`src/sv/sacl_pkg.sv`:
```
// ---------------------------------------------------------------------------
// sacl_pkg: shared types and constants
// Status and command codes, register indexes, reset values and the default
// sizes of the set-associative write-back cache tag core.
// ---------------------------------------------------------------------------
`default_nettype none

package sacl_pkg;

	localparam int DEF_MAX_SETS        = 256;
	localparam int DEF_MAX_WAYS        = 8;
	localparam int DEF_MAX_OFFSET_BITS = 8;

	localparam int TAG_W     = 29;
	localparam int ADDR_W    = 32;
	localparam int CFG_W     = 4;
	localparam int CFG_IDX_W = 2;
	localparam int SIZE_W    = 4;
	localparam int MIN_OFFSET_BITS = 3;

	localparam logic [CFG_W-1:0] RST_INDEX_BITS  = 4'd0;
	localparam logic [CFG_W-1:0] RST_OFFSET_BITS = 4'd3;
	localparam logic [CFG_W-1:0] RST_WAYS        = 4'd1;

	typedef enum logic [CFG_IDX_W-1:0] {
		CFG_INDEX_BITS  = 2'd0,
		CFG_OFFSET_BITS = 2'd1,
		CFG_WAYS        = 2'd2
	} cfg_reg_t;

	// A write is 'W' and a read is 'R' in trace terms.
	typedef enum logic {
		CMD_READ  = 1'b0,
		CMD_WRITE = 1'b1
	} cmd_t;

	typedef enum logic [1:0] {
		STATUS_HIT        = 2'd0,
		STATUS_MISS       = 2'd1,
		STATUS_BAD_SIZE   = 2'd2,
		STATUS_MISALIGNED = 2'd3
	} status_t;

	typedef enum logic [1:0] {
		REFS_NONE      = 2'd0,
		REFS_FILL      = 2'd1,
		REFS_WB_FILL   = 2'd2,
		REFS_UNUSED    = 2'd3
	} refs_t;

	typedef struct packed {
		logic  hit;
		refs_t mem_refs;
	} look_t;

endpackage

`default_nettype wire

```
`src/sv/sacl_lookup.sv`:
```
// ---------------------------------------------------------------------------
// sacl_lookup: set lookup and replacement update
// Compares the tag against the ways in use, picks the hit way or the least
// recently used victim, and builds the updated set row.
// ---------------------------------------------------------------------------
`default_nettype none

module sacl_lookup #(
	parameter int MAX_WAYS = sacl_pkg::DEF_MAX_WAYS,
	parameter int WAY_W    = (MAX_WAYS > 1) ? $clog2(MAX_WAYS) : 1,
	parameter int WAYC_W   = $clog2(MAX_WAYS + 1)
) (
	input  logic                                         enable,
	input  logic                                         cmd,
	input  logic [sacl_pkg::TAG_W-1:0]                   tag,
	input  logic [WAYC_W-1:0]                            ways,
	input  logic [MAX_WAYS-1:0]                          valid_in,
	input  logic [MAX_WAYS-1:0]                          dirty_in,
	input  logic [MAX_WAYS-1:0][sacl_pkg::TAG_W-1:0]     tags_in,
	input  logic [MAX_WAYS-1:0][WAY_W-1:0]               lru_in,
	output sacl_pkg::look_t                              look,
	output logic [MAX_WAYS-1:0]                          valid_out,
	output logic [MAX_WAYS-1:0]                          dirty_out,
	output logic [MAX_WAYS-1:0][sacl_pkg::TAG_W-1:0]     tags_out,
	output logic [MAX_WAYS-1:0][WAY_W-1:0]               lru_out
);

	import sacl_pkg::*;

	logic [MAX_WAYS-1:0]             hit_vec;
	logic [WAY_W-1:0]                hit_way;
	logic [WAY_W-1:0]                victim;
	logic [WAY_W-1:0]                way_sel;
	logic [WAY_W-1:0]                pos;
	logic [MAX_WAYS-1:0][WAY_W-1:0]  lru_new;
	logic                            any_hit;

	always_comb begin
		hit_way = '0;
		victim  = '0;
		for (int w = MAX_WAYS - 1; w >= 0; w--) begin
			hit_vec[w] = valid_in[w] && (tags_in[w] == tag) && (WAYC_W'(w) < ways);
			if (hit_vec[w]) begin
				hit_way = WAY_W'(w);
			end
		end
		for (int i = MAX_WAYS - 1; i >= 0; i--) begin
			if (WAYC_W'(lru_in[i]) < ways) begin
				victim = lru_in[i];
			end
		end
	end

	assign any_hit = |hit_vec;
	assign way_sel = any_hit ? hit_way : victim;

	always_comb begin
		pos = '0;
		for (int i = 0; i < MAX_WAYS; i++) begin
			if (lru_in[i] == way_sel) begin
				pos = WAY_W'(i);
			end
		end
		for (int i = 0; i < MAX_WAYS - 1; i++) begin
			lru_new[i] = (WAY_W'(i) < pos) ? lru_in[i] : lru_in[i + 1];
		end
		lru_new[MAX_WAYS - 1] = way_sel;
	end

	always_comb begin
		valid_out = valid_in;
		dirty_out = dirty_in;
		tags_out  = tags_in;
		lru_out   = lru_in;
		look.hit      = any_hit;
		look.mem_refs = REFS_NONE;
		if (enable) begin
			lru_out = lru_new;
			if (any_hit) begin
				if (cmd == CMD_WRITE) begin
					dirty_out[hit_way] = 1'b1;
				end
			end else begin
				look.mem_refs     = dirty_in[victim] ? REFS_WB_FILL : REFS_FILL;
				valid_out[victim] = 1'b1;
				dirty_out[victim] = cmd;
				tags_out[victim]  = tag;
			end
		end
	end

endmodule

`default_nettype wire

```
`config.mk`:
```
export PLATFORM = sky130hd
export DESIGN_NAME = sacl_lookup
export DESIGN_NICKNAME = d
export VERILOG_FILES = /design/src/sv/sacl_pkg.sv /design/src/sv/sacl_lookup.sv
export SDC_FILE = /design/constraint.sdc
export NUM_CORES = 1
export LEC_CHECK = 0
export BUFFER_PORTS_ARGS = -buffer_cell sky130_fd_sc_hd__buf_2
export CAP_MARGIN = 5
export CORE_AREA = 2 2 226 228
export DETAILED_ROUTE_END_ITERATION = 8
export DIE_AREA = 0 0 228 230
export SYNTH_ARGS = -nofsm -noshare
export SYNTH_HDL_FRONTEND = slang
export SYNTH_SLANG_ARGS = --single-unit
```
`constraint.sdc`:
```
create_clock -name vclk -period 5.38
set_input_delay 0.269 -clock vclk [all_inputs]
set_output_delay 0.269 -clock vclk [all_outputs]
set_load 0.01 [all_outputs]
```
* Word-level counts from Yosys, hierarchy flattened
Cells that the tools add are included.
Cells by class: multiply operators 0, shift-type cells 0, reductions and logical operators 19, equality and inequality tests 15, order comparisons 27, bitwise operators 2, div/mod/pow operators 0, $add $sub $neg 0, muxes and demuxes 52
Operator list (number):
- 232-bit 2-to-1 mux | 2
- 232-bit bitwise mux | 1
- 29-bit equality test | 8
- 3-bit 2-to-1 mux | 30
- 29-bit demux with 3-bit select | 1
- 8-bit 2-to-1 mux | 5
- 3-bit by 4-bit less-than comparator with 1-bit output | 8
- 29-bit 2-to-1 mux | 1
- 24-bit 2-to-1 mux | 1
- 3-bit equality test | 7
- 1-bit logical AND | 18
- 3-bit by 4-bit less-than comparator with 1-bit output (first input constant) | 4
- 8-bit bitwise OR | 2
- 3-bit less-than comparator (first input constant) | 3
- 8-bit bitwise mux | 1
- 1-bit by 4-bit less-than comparator with 1-bit output (first input constant) | 2
- 2-bit by 4-bit less-than comparator with 1-bit output (first input constant) | 2
- 3-bit by 4-bit less-than comparator with 1-bit output (second input constant) | 2
- 8-bit OR reduction | 1
- 1-bit demux with 3-bit select | 2
- 3-bit by 1-bit >= comparator with 1-bit output (second input constant) | 2
- 1-bit by 3-bit less-than comparator with 1-bit output (first input constant) | 2
- 2-bit by 3-bit less-than comparator with 1-bit output (first input constant) | 2
- 2-bit 2-to-1 mux | 3
- 2 further kinds | 5
Word-level totals: memory bits (read-only) 0, word-level logic and storage cells 115, latch bits 0, flip-flop bits (word level) 0, bits in writable memories 0, memories 0, output and inout bits 275, bits of input ports 307

* Depth between registers and ports, before layout
depth in word-level cells 23, gate-level depth with buffers 16, depth with buffers taken out 13

* Worst setup path before layout
OpenSTA, ideal clock, no wires.
kind in2out, start input port ways[2], end output port lru_out[3] (netlist name), path buffers 3, setup slack 1.286 ns, data arrival time 3.825 ns, data required time 5.111 ns, cell stages on the path 16, cells stage by stage clkbuf_1 inv_1 ha_1 a21o_1 a31oi_1 nor2_1 a2111oi_0 a21o_1 and3_1 buf_6 nor2_4 xnor2_1 o31ai_4 buf_6 nor4_4 mux2_1
RTL lines:
- start: declaration | line sacl_lookup.sv:16 | input logic [WAYC_W-1:0] ways,
- end: declaration | line sacl_lookup.sv:25 | output logic [MAX_WAYS-1:0][WAY_W-1:0] lru_out

==> reports/results.ini <==
[sta]
hold_violations=0
setup_slack_ns=0.4196
rsz0062_at_grt=false
maxSlewViolCount=0
max-slew-margin-rel_pct=32.46
fin_crit_ns=4.960
tightest_slew_ns=1.004
fmax_ghz=0.2016
finalCritPeriodShare_pct=92.20
final-setup-viol-count=0
tns_ns=0

[worst_setup_path]
startpoint=tag[11]
critPathArrivalTime_ns=4.69
worst_setup_path_start_kind=input pin
cp_max_fo=15
end_kind=output port
crit_required_ns=5.11
path_class=in2out

[cts]
post_cts_buffers=0
cts_resized=0
holdBufCountCts=0

[floorplanning]
die_width_um=228
die_h_um=230
core_sq_um=49860
dieArea_sq_um=52440
ios=582
initial_core_util_pct=16.99
num_rows=82

[layout]
layout_common_cells=582 x buf_2, 237 x mux2_2, 161 x xor2_1
num-clock-buffers=0
final_nets=1937
drive_gt1_share_pct=56.51
design.seq.count=0
final_common_cell=buf_2
fin_cells=2291
finish.utilization_pct=24.73
syn_to_final_growth_pct=45.58
area.sequential_sq_um=0

[job]
cap_violations=0

[power_and_ir_drop]
leakage_nw=5.428
p_per_area_nw_per_um2=111.6
irDropWorstVdd_v=0.00006092
power_mw=1.376

[placement]
placed_cells=2284
place_ws_ns=0.3009
gp_congestion=0.9152
portBuffers=582
hpwl_um=54250

[detailed_routing]
drtAntennaViolNets=0
vias_per_cell=4.959
route.detailed.drc=0
firstDrtPassIters=5
wl_per_cell_um=28.26
dr.first_iter.drc_count=821
num_vias=11360
routed_wl_um=64740

[worst_hold_path]
hold_start=valid_in[6]
min_path_type=in2out

[global_route]
grt_antenna_before_repair=10
grt_start_max_net_pins=31
grt_pass1_vias=11091
gr-usage-all-layers_pct=23.19
grt_overflow_total=0
grt_first_pass_wirelength_um=86820

[yosys]
syn_nets=1389
syn-instance-count=1066
synth.cell_area_sq_um=8469
postSynthAreaPerCell_sq_um=7.945
synth_cell_type_count=67
yosys_warnings=0
yosysSeqAreaShare_pct=0

[status]
outcome=finished, final reports clean

## metal layers
metal | track usage [%] | routed length [um] | up-vias | part of all wire [%]
met3 | 3.348 | 4388 | 109 | 6.8
met1 | 30.06 | 27570 | 5521 | 43
met2 | 39.25 | 30180 | 680 | 47
met4 | 7.823 | 2553 | 6 | 3.9
met5 | 0 | 45 | - | 0.070
li1 | - | - | 5044 | -
## critical path, stage by stage
cell and delay (ns):
buf_2 0.59, xor2_1 0.22, nor4_1 0.35, nand4_1 0.15, nor4_1 0.88, nor4_2 0.28, nand2b_1 0.20, o21bai_2 0.22
xor2_4 0.24, o31ai_4 0.49, buf_4 0.23, nor2_2 0.06, mux2_1 0.33, buf_2 0.15
## area by class of cell
cell class	instances	area, sq um
timing repair buffer	642	3413
multi-input combinational	959	8016
fill	5708	37530
tap	672	840.8
antenna	7	17.52
inverter	11	41.29
## stage by stage
step	hold WS, ns	instance area (sq um)
CTS	0.8374	12310
global route	0.8567	12320
global placement	0.8326	12310
floorplan	0.6445	8469
detailed placement	0.8375	12310
finish	0.8366	12330
## final timing paths
kind / to / slack [ns] / cells after the start
worst max-delay path: lru_out[17] / 0.42 / 14
worst min-delay path: valid_out[6] / 0.84 / 3
## kinds of logic (layout without fill, tap and decap cells)
| logic type | after synthesis | after routing | share of synthesized area (%) |
|---|---|---|---|
| AOI/OAI and AO/OA | 117 | 117 | 9.425 |
| xor gates and xnor gates | 241 | 241 | 25.23 |
| buffers and inverters | 107 | 653 | 5.688 |
| other | 0 | 7 | 0 |
| adders and majority gates | 16 | 16 | 2.364 |
| muxes | 262 | 262 | 34.72 |
| and+or+nand+nor | 323 | 323 | 22.57 |
## Yosys cell counts, types with 7 or more instances
cell type / number / share of area, %
a21oi_1: 25 / 1.5
a31oi_1: 9 / 0.66
buf_2: 34 / 2.0
clkbuf_1: 55 / 2.4
ha_1: 16 / 2.4
inv_1: 11 / 0.49
mux2_1: 17 / 2.3
mux2_2: 237 / 32
mux2i_1: 8 / 0.95
nand2_1: 45 / 2.0
nand2b_1: 13 / 0.96
nand3_1: 7 / 0.41
nand4_1: 43 / 3.2
nand4b_1: 10 / 1.0
nor2_1: 52 / 2.3
nor2b_1: 13 / 0.96
nor3_1: 17 / 1.0
nor4_1: 62 / 4.6
o21ai_0: 26 / 1.5
or2_2: 8 / 0.59
or3_1: 7 / 0.52
or4_1: 14 / 1.2
xnor2_1: 78 / 8.1
xor2_1: 161 / 17
## power breakdown
group / internal [mW] / switching, mW / total, mW
logic: 0.557 / 0.819 / 1.38
clock network: 0.0000000299 / 0 / 0.0000000299
registers: 0 / 0 / 0
(Power assumes the default switching activity.)
