## config.mk

```make
export PLATFORM = sky130hd
export DESIGN_NAME = sacl_ram
export DESIGN_NICKNAME = d
export VERILOG_FILES = /design/src/sv/sacl_ram.sv
export SDC_FILE = /design/constraint.sdc
export NUM_CORES = 1
export LEC_CHECK = 0
export BUFFER_PORTS_ARGS = -buffer_cell sky130_fd_sc_hd__clkbuf_2
export CORE_UTILIZATION = 55
export CTS_CLUSTER_DIAMETER = 80
export CTS_CLUSTER_SIZE = 30
export DETAILED_ROUTE_END_ITERATION = 7
export GPL_ROUTABILITY_DRIVEN = 0
export PLACE_DENSITY = 0.73
export SKIP_LAST_GASP = 1
export SYNTH_ARGS = -nofsm -noshare
export SYNTH_HDL_FRONTEND = slang
export SYNTH_SLANG_ARGS = --single-unit
```

## constraint.sdc

```tcl
create_clock -name clk -period 4.05 [get_ports clk]
set_input_delay 0.405 -clock clk [delete_from_list [all_inputs] [get_ports clk]]
set_output_delay 0.405 -clock clk [all_outputs]
set_load 0.02 [all_outputs]
```

## src/sv/sacl_ram.sv

```systemverilog
// ---------------------------------------------------------------------------
// sacl_ram: generic single-port-write, single-port-read RAM
// One write and one registered read per cycle; the read data holds while
// the read enable is low.
// ---------------------------------------------------------------------------
`default_nettype none

module sacl_ram #(
	parameter int WIDTH = 8,
	parameter int DEPTH = 16,
	parameter int AW    = (DEPTH > 1) ? $clog2(DEPTH) : 1
) (
	input  logic             clk,
	input  logic             we,
	input  logic [AW-1:0]    waddr,
	input  logic [WIDTH-1:0] wdata,
	input  logic             re,
	input  logic [AW-1:0]    raddr,
	output logic [WIDTH-1:0] rdata
);

	logic [WIDTH-1:0] mem_q [DEPTH];
	logic [WIDTH-1:0] rdata_q;

	always_ff @(posedge clk) begin
		if (we) begin
			mem_q[waddr] <= wdata;
		end
		if (re) begin
			rdata_q <= mem_q[raddr];
		end
	end

	assign rdata = rdata_q;

endmodule

`default_nettype wire

```

# Word-level counts from Yosys, hierarchy flattened
# Memories as Yosys holds them, arrays and structs flattened. A register that Yosys moved wholly into a read port is not among the register bits.
# Index checks and enable logic that the tools add are counted.
dict set report totals {
  elab_cells 3
  ram_bits 128
  n_memories 1
  reg_bits 0
  output_inout_bits 8
}
# memory words word_bits rd rd_clocked_by_memory_dff wr line
set memory_table {}
lappend memory_table {mem_q 16 8 1 1 1 22} ;# logic [WIDTH-1:0] mem_q [DEPTH];
dict set report classes {
  mux 2
}
# cell count
set ops {}
lappend ops {{2-to-1 mux 1 bit} 2}

# Depth between registers and ports, before layout
# Gate-level depths: netlist of run 1.
dict set report depth {
  ltp_word 2
  depth_mapped 5
}

# Worst setup path before layout of run 1
# No wires, ideal clock.
dict set report synth_path {
  path_kind {input-to-reg}
  startpoint {input waddr[2]}
  endpoint {memory mem_q[0][0], enable pin}
  n_path_buf 0
  path_slack_ns 2.152
  cell_stages 2
  arrival_time_ns 1.515
  required_time_ns 3.667
  cell_sequence {or3b_2 -> nor3_1}
}
# item line
set synth_lines {}
lappend synth_lines {{from (decl)} 15} ;# input logic [AW-1:0] waddr,
lappend synth_lines {{to (decl)} 22}
# No word-level cell before the write port.

==> flow_metrics.py, run 1 <==
metrics = {
    "yosys": {
        "synthCells": 229,
        "synth_xor_area_share_pct": 0,
        "synth_commonest_cells": "136 x edfxtp_1, 18 x mux4_2, 16 x a22oi_1",
        "yosys.area.top_type": "edfxtp_1",
        "synth_top_area_share_pct": 78.1,
        "synthTopCellsByArea": "edfxtp_1 78%, mux4_2 7.8%, mux4_1 7.0%, a22oi_1 2.3%, nor2_1 0.93%",
        "yosysUniqueCellTypes": 18,
        "synth_fa_ha_area_share_pct": 0,
        "synth_nets": 248,
        "synth_warnings": 0,
        "ys_seq_area_share_pct": 78.1,
        "ys_seq_elements": 136,
        "synth_top_family_by_area": "multiplexers",
        "synth_edf_count": 136,
        "synth_async_sr_flop_share_pct": 0,
        "synthesis.area_um2": 5230,
        "synth_most_common_cell": "edfxtp_1",
        "synth-compound-area-share_pct": 2.30,
        "synth-simple-area-share_pct": 3.14,
        "synth.mux.area_fraction_pct": 14.8,
        "synth_flop_cell": "edfxtp_1",
        "synth_area_per_cell_um2": 22.8,
    },
    "floorplan": {
        "placementRows": 35,
        "core_area_um2": 9240,
        "die_x_um": 99.5,
        "io_pins": 27,
        "die_y_um": 99.5,
        "initial_utilization_pct": 56.6,
        "die_area_um2": 9900,
    },
    "placed_design": {
        "dp_slack_ns": 1.51,
        "place_inst": 378,
        "io_buffers": 26,
        "dp_hpwl_um": 5550,
        "place_area_um2": 5470,
    },
    "sta": {
        "slew_headroom_pct": 29.1,
        "setup_violations": 0,
        "drv_slew": 0,
        "hold_violations": 0,
        "setup_ws_ns": 2.03,
        "fin_crit_sh_pct": 49.9,
        "skew_ns": 0.00320,
        "tns_ns": 0,
        "rsz0062_at_grt": "no",
        "fin_crit_ns": 2.02,
        "worstMarginPinSlew_ns": 1.06,
        "fmax_ghz": 0.495,
    },
    "routing": {
        "drc": 0,
        "avgViaCountPerCell": 6.01,
        "initialDrtViolationCount": 278,
        "first_pass_iters": 5,
        "totalWireLength_um": 9440,
        "wire_per_inst_um": 23.0,
        "vias": 2466,
        "detail-route-antenna-nets": 0,
    },
    "clocking": {
        "cts_setup_buffers": 0,
        "numCtsBuffers": 17,
        "worstSkewPairLatency_ns": 0.52,
        "cts_hold_buf": 0,
        "cts_resized": 0,
        "cts.htree.levels": 4,
        "clockRootBuffer": "clkbuf_8",
        "cts_tree": "yes",
        "clk_pin_slew_ns": 0.06,
        "cts.sinks": 136,
        "clk_path_buf_depth": 2,
    },
    "min_path": {
        "hp-start": "re",
        "hold_class": "in2reg",
    },
    "finish": {
        "antennaDiodeCount": 0,
        "fill_cells": 570,
        "finalInstanceArea_um2": 6050,
        "num-nets-final": 287,
        "drive_above_1_share_pct": 26.7,
        "fin_cells": 410,
        "area.growth.synth_to_final_pct": 15.7,
    },
    "grt": {
        "antenna_found_initial": 0,
        "grtUsageTotal_pct": 21.6,
        "grt_pass1_wl_um": 14500,
        "grt_max_degree": 33,
        "grt_overflow": 0,
        "grt_pass1_vias": 2509,
    },
    "worst_setup_path": {
        "crit_fanout": 29,
        "crit_path_top_delay_cell": "clkbuf_2",
        "crit_start": "raddr[0]",
        "crit_required_ns": 4.31,
        "worstSetupPathType": "in2reg",
        "r2r-start": "mem_q[2][6]$_DFFE_PP_",
        "worstPathArrival_ns": 2.28,
        "crit_path_start_kind": "primary input",
        "crit_family": "buffers and inverters",
        "cp_cell_sequence": "clkbuf_2 > mux4_1 > a22oi_1 > nand2_1",
        "critPathBufInv": 1,
        "end_kind": "flip-flop",
        "critPathMaxStageDelay_ns": 0.78,
    },
    "power": {
        "pwr_density_cell_nw_per_um2": 539,
        "irDropWorstVdd_v": 0.000315,
        "power_mw": 3.26,
        "power.static_leakage_nw": 2.02,
    },
    "outcome": {
        "run_status": "completed",
    },
    "flow_run": {
        "maxCapViolCount": 0,
    },
}
## cell usage in the layout, fill, tap and decap left out, drive strengths merged
| cell | n |
|---|---|
| edfxtp | 136 |
| clkbuf | 47 |
| mux4 | 32 |
| a22oi | 16 |
| nor2 | 13 |
| nand2 | 9 |
| clkinv | 6 |
| bufinv | 4 |
| buf | 4 |
| nor3 | 4 |
| nand3b | 2 |
| nand2b | 2 |
| nor2b | 1 |
| and2 | 1 |
| and2b | 1 |
| nand3 | 1 |
| or3b | 1 |
| clkinvlp | 1 |
## where the power goes
part | internal [mW] | leakage, nW | switching, mW
logic | 0.0558 | 0.500 | 0.0880
registers | 1.59 | 1.24 | 0.00767
clock network | 0.989 | 0.282 | 0.531
total | 2.63 | 2.02 | 0.627
## worst paths after layout
| kind | cells after the start | to | slack [ns] |
|---|---|---|---|
| max | 4 | rdata[5]$_DFFE_PP_ | 2.03 |
| max reg2reg | 3 | rdata[6]$_DFFE_PP_ | 2.52 |
| min reg2reg | 3 | rdata[3]$_DFFE_PP_ | 0.74 |
| min | 1 | rdata[4]$_DFFE_PP_ | 0.24 |
## metrics by stage
stage                     utilization, %  hold slack (ns)
final                               65.5            0.244
after global placement              59.2            0.724
after detailed placement            59.2            0.728
after floorplan                        -            0.504
after global routing                65.5            0.234
after CTS                           65.5            0.234
## worst reg2reg max path: cells and delay by family (launching register included)
kind | cells | cell delay, ns
mux | 1 | 0.49
flops | 1 | 0.38
simple gates | 1 | 0.09
compound gates | 1 | 0.32
## routing by layer
layer	vias up	global-route usage, %	part of all wire (%)
met3	26	6.96	7.0
met1	1263	28.9	42
li1	1062	-	-
met2	115	32.4	48
met5	-	0	0
met4	0	11.0	2.4
## logic make-up (layout without fill, tap and decap cells)
| logic type | count (synthesis) | in the layout |
|---|---|---|
| and+or+nand+nor | 35 | 35 |
| muxes | 32 | 32 |
| DFF | 136 | 136 |
| buffers and inverters | 10 | 62 |
| AOI/OAI and AO/OA | 16 | 16 |
## state kept, by name, indices dropped and copies added (netlist names)
name,count
mem_q,128
rdata,8
## layout make-up
| type | instances | area (um2) | share of cell area, % |
|---|---|---|---|
| well taps | 129 | 161 | 2.67 |
| flip-flops and latches | 136 | 4080 | 67.5 |
| multi-input cells | 83 | 1060 | 17.6 |
| repair buffers | 30 | 160 | 2.65 |
| clock inverters | 11 | 154 | 2.54 |
| clock buffers | 21 | 429 | 7.09 |
(Power assumes the default switching activity.)
==> inputs of run 2 (changes only) <==
==> constraint.sdc (replaced) <==
create_clock -name clk -period 2.1 [get_ports clk]
set_input_delay 0.21 -clock clk [delete_from_list [all_inputs] [get_ports clk]]
set_output_delay 0.21 -clock clk [all_outputs]
set_load 0.02 [all_outputs]
==> run 2 against run 1 <==
Compared with the run above: first-iteration DRC count decreased by 16%; largest power group unchanged; final area grew 3.0%; flip-flop and latch count did not move; highest routed layer unchanged; combinational power is 100% higher; worst hold slack got worse by 0.13 ns; non-clock buffer count is 17 higher; die area did not move; sequential share of layout area fell by 1.9 points; global-route usage up 1.2 points; clock power up 99%.
==> flow_metrics.py, run 2 (synthesized netlist as in run 1, its figures left out) <==
metrics = {
    "finish": {
        "antennaDiodeCount": 0,
        "final_common_cell": "edfxtp_1",
        "area.growth.synth_to_final_pct": 19.2,
        "num-nets-final": 304,
        "drive_above_1_share_pct": 32.6,
        "regArea_um2": 4080,
        "final_cell_mix": "136 x edfxtp_1, 26 x clkbuf_2, 19 x buf_4",
        "largest_reg_flops": 128,
        "multi_input_area_um2": 1060,
        "regMostFlops": "mem_q",
        "fill_cells": 588,
    },
    "clocking": {
        "cts.sinks": 136,
        "cts_tree": "yes",
        "worstSkewPairLatency_ns": 0.51,
        "clockRootBuffer": "clkbuf_8",
        "clk_path_buf_depth": 2,
        "cts_setup_buffers": 0,
        "cts.htree.levels": 4,
        "cts_resized": 0,
        "numCtsBuffers": 17,
        "clk_pin_slew_ns": 0.06,
        "cts_hold_buf": 0,
    },
    "worst_setup_path": {
        "end_kind": "flip-flop",
        "critPathMaxStageDelay_ns": 0.51,
        "r2r-start": "mem_q[9][3]$_DFFE_PP_",
        "worstSetupPathType": "reg2reg",
        "timing.reg2reg.setup_slack_ns": 0.59,
        "worstRegToRegCells": 3,
        "crit_fanout": 1,
        "crit_family": "multiplexers",
        "crit_path_start_kind": "flip-flop",
        "r2r-end": "rdata[3]$_DFFE_PP_",
        "crit_required_ns": 2.35,
        "crit_path_top_delay_cell": "mux4_1",
        "worstPathArrival_ns": 1.76,
        "cp_cell_sequence": "mux4_1 > a22oi_1 > nand2_1",
        "critPathBufInv": 0,
    },
    "min_path": {
        "whs_path_depth": 1,
        "min_to": "mem_q[11][4]$_DFFE_PP_",
        "hold_class": "in2reg",
        "hp-start": "wdata[4]",
    },
    "sta": {
        "drv_slew": 0,
        "fmax_ghz": 0.661,
        "fin_crit_ns": 1.51,
        "fin_crit_sh_pct": 72.0,
        "worstMarginPinSlew_ns": 0.420,
        "hold_violations": 0,
        "tns_ns": 0,
        "rsz0062_at_grt": "no",
        "slew_headroom_pct": 72.0,
        "skew_ns": 0.00577,
        "setup_violations": 0,
        "holdWs_ns": 0.112,
    },
    "routing": {
        "initialDrtViolationCount": 234,
        "totalWireLength_um": 9920,
        "first_pass_iters": 4,
        "vias": 2487,
        "drc": 0,
        "wire_per_inst_um": 23.2,
        "detail-route-antenna-nets": 0,
        "avgViaCountPerCell": 5.82,
    },
    "grt": {
        "grt_max_degree": 33,
        "grt_pass1_wl_um": 15300,
        "grt_overflow": 0,
        "grt_pass1_vias": 2565,
        "grtUsageTotal_pct": 22.8,
        "antenna_found_initial": 0,
    },
    "outcome": {
        "run_status": "completed",
    },
    "floorplan": {
        "die_y_um": 99.5,
        "die_area_um2": 9900,
        "placementRows": 35,
        "initial_utilization_pct": 56.6,
        "io_pins": 27,
        "core_area_um2": 9240,
        "die_x_um": 99.5,
    },
    "power": {
        "power.static_leakage_nw": 2.13,
        "irDropWorstVdd_v": 0.000754,
        "pwr_density_cell_nw_per_um2": 1030,
    },
    "placed_design": {
        "io_buffers": 26,
        "dp_hpwl_um": 5880,
    },
    "flow_run": {
        "maxCapViolCount": 0,
    },
}
-- run 2: cell count changes in the layout (fill, tap and decap cells not counted), sizes merged --
cell | previous run | this run
inv | 0 | 3
clkinv | 6 | 5
buf | 4 | 21
clkinvlp | 1 | 3
clkbuf | 47 | 43
-- run 2: how the worst max path moves through the flow --
| stage | start | to | slack (ns) | depth (start not counted) |
|---|---|---|---|---|
| 5_1_grt | mem_q[8][1]$_DFFE_PP_ | rdata[1]$_DFFE_PP_ | 0.56 | 3 |
| 4_1_cts | mem_q[9][3]$_DFFE_PP_ | rdata[3]$_DFFE_PP_ | 0.59 | 3 |
| 6_report | mem_q[9][3]$_DFFE_PP_ | rdata[3]$_DFFE_PP_ | 0.59 | 3 |
| 2_1_floorplan | waddr[2] | mem_q[0][0]$_DFFE_PP_ | 0.40 | 2 |
| 3_3_place_gp | raddr[0] | rdata[1]$_DFFE_PP_ | 0.29 | 5 |
| 3_5_place_dp | raddr[0] | rdata[1]$_DFFE_PP_ | 0.27 | 5 |
-- run 2: metal layers --
metal | track usage [%] | share of wire, % | up-vias
met1 | 32.3 | 43 | 1278
li1 | - | - | 1098
met5 | 0 | 0 | -
met3 | 5.06 | 7.2 | 5
met4 | 9.39 | 0.74 | 0
met2 | 35.1 | 49 | 106
-- run 2: cell type report --
type	instances	area share, %
Timing Repair Buffer	47	5.02
Clock inverter	15	3.21
Clock buffer	17	6.65
Sequential cell	136	65.6
Tap cell	129	2.59
Multi-Input combinational cell	83	17.0
-- run 2: metrics by stage --
stage	instances	cell area [um2]	setup slack, ns	util (%)	total power, mW
floorplan	229	5230	0.397	-	3.30
global placement	395	5620	0.291	60.8	3.41
detailed placement	395	5620	0.268	60.8	3.43
CTS	427	6230	0.592	67.4	6.46
global route	427	6230	0.563	67.4	6.59
finish	427	6230	0.587	67.4	6.40
-- run 2: report_power, final --
part | internal [mW] | switching, mW
Combinational | 0.121 | 0.175
Clock | 1.93 | 1.09
Sequential | 3.06 | 0.0162
Total | 5.11 | 1.29
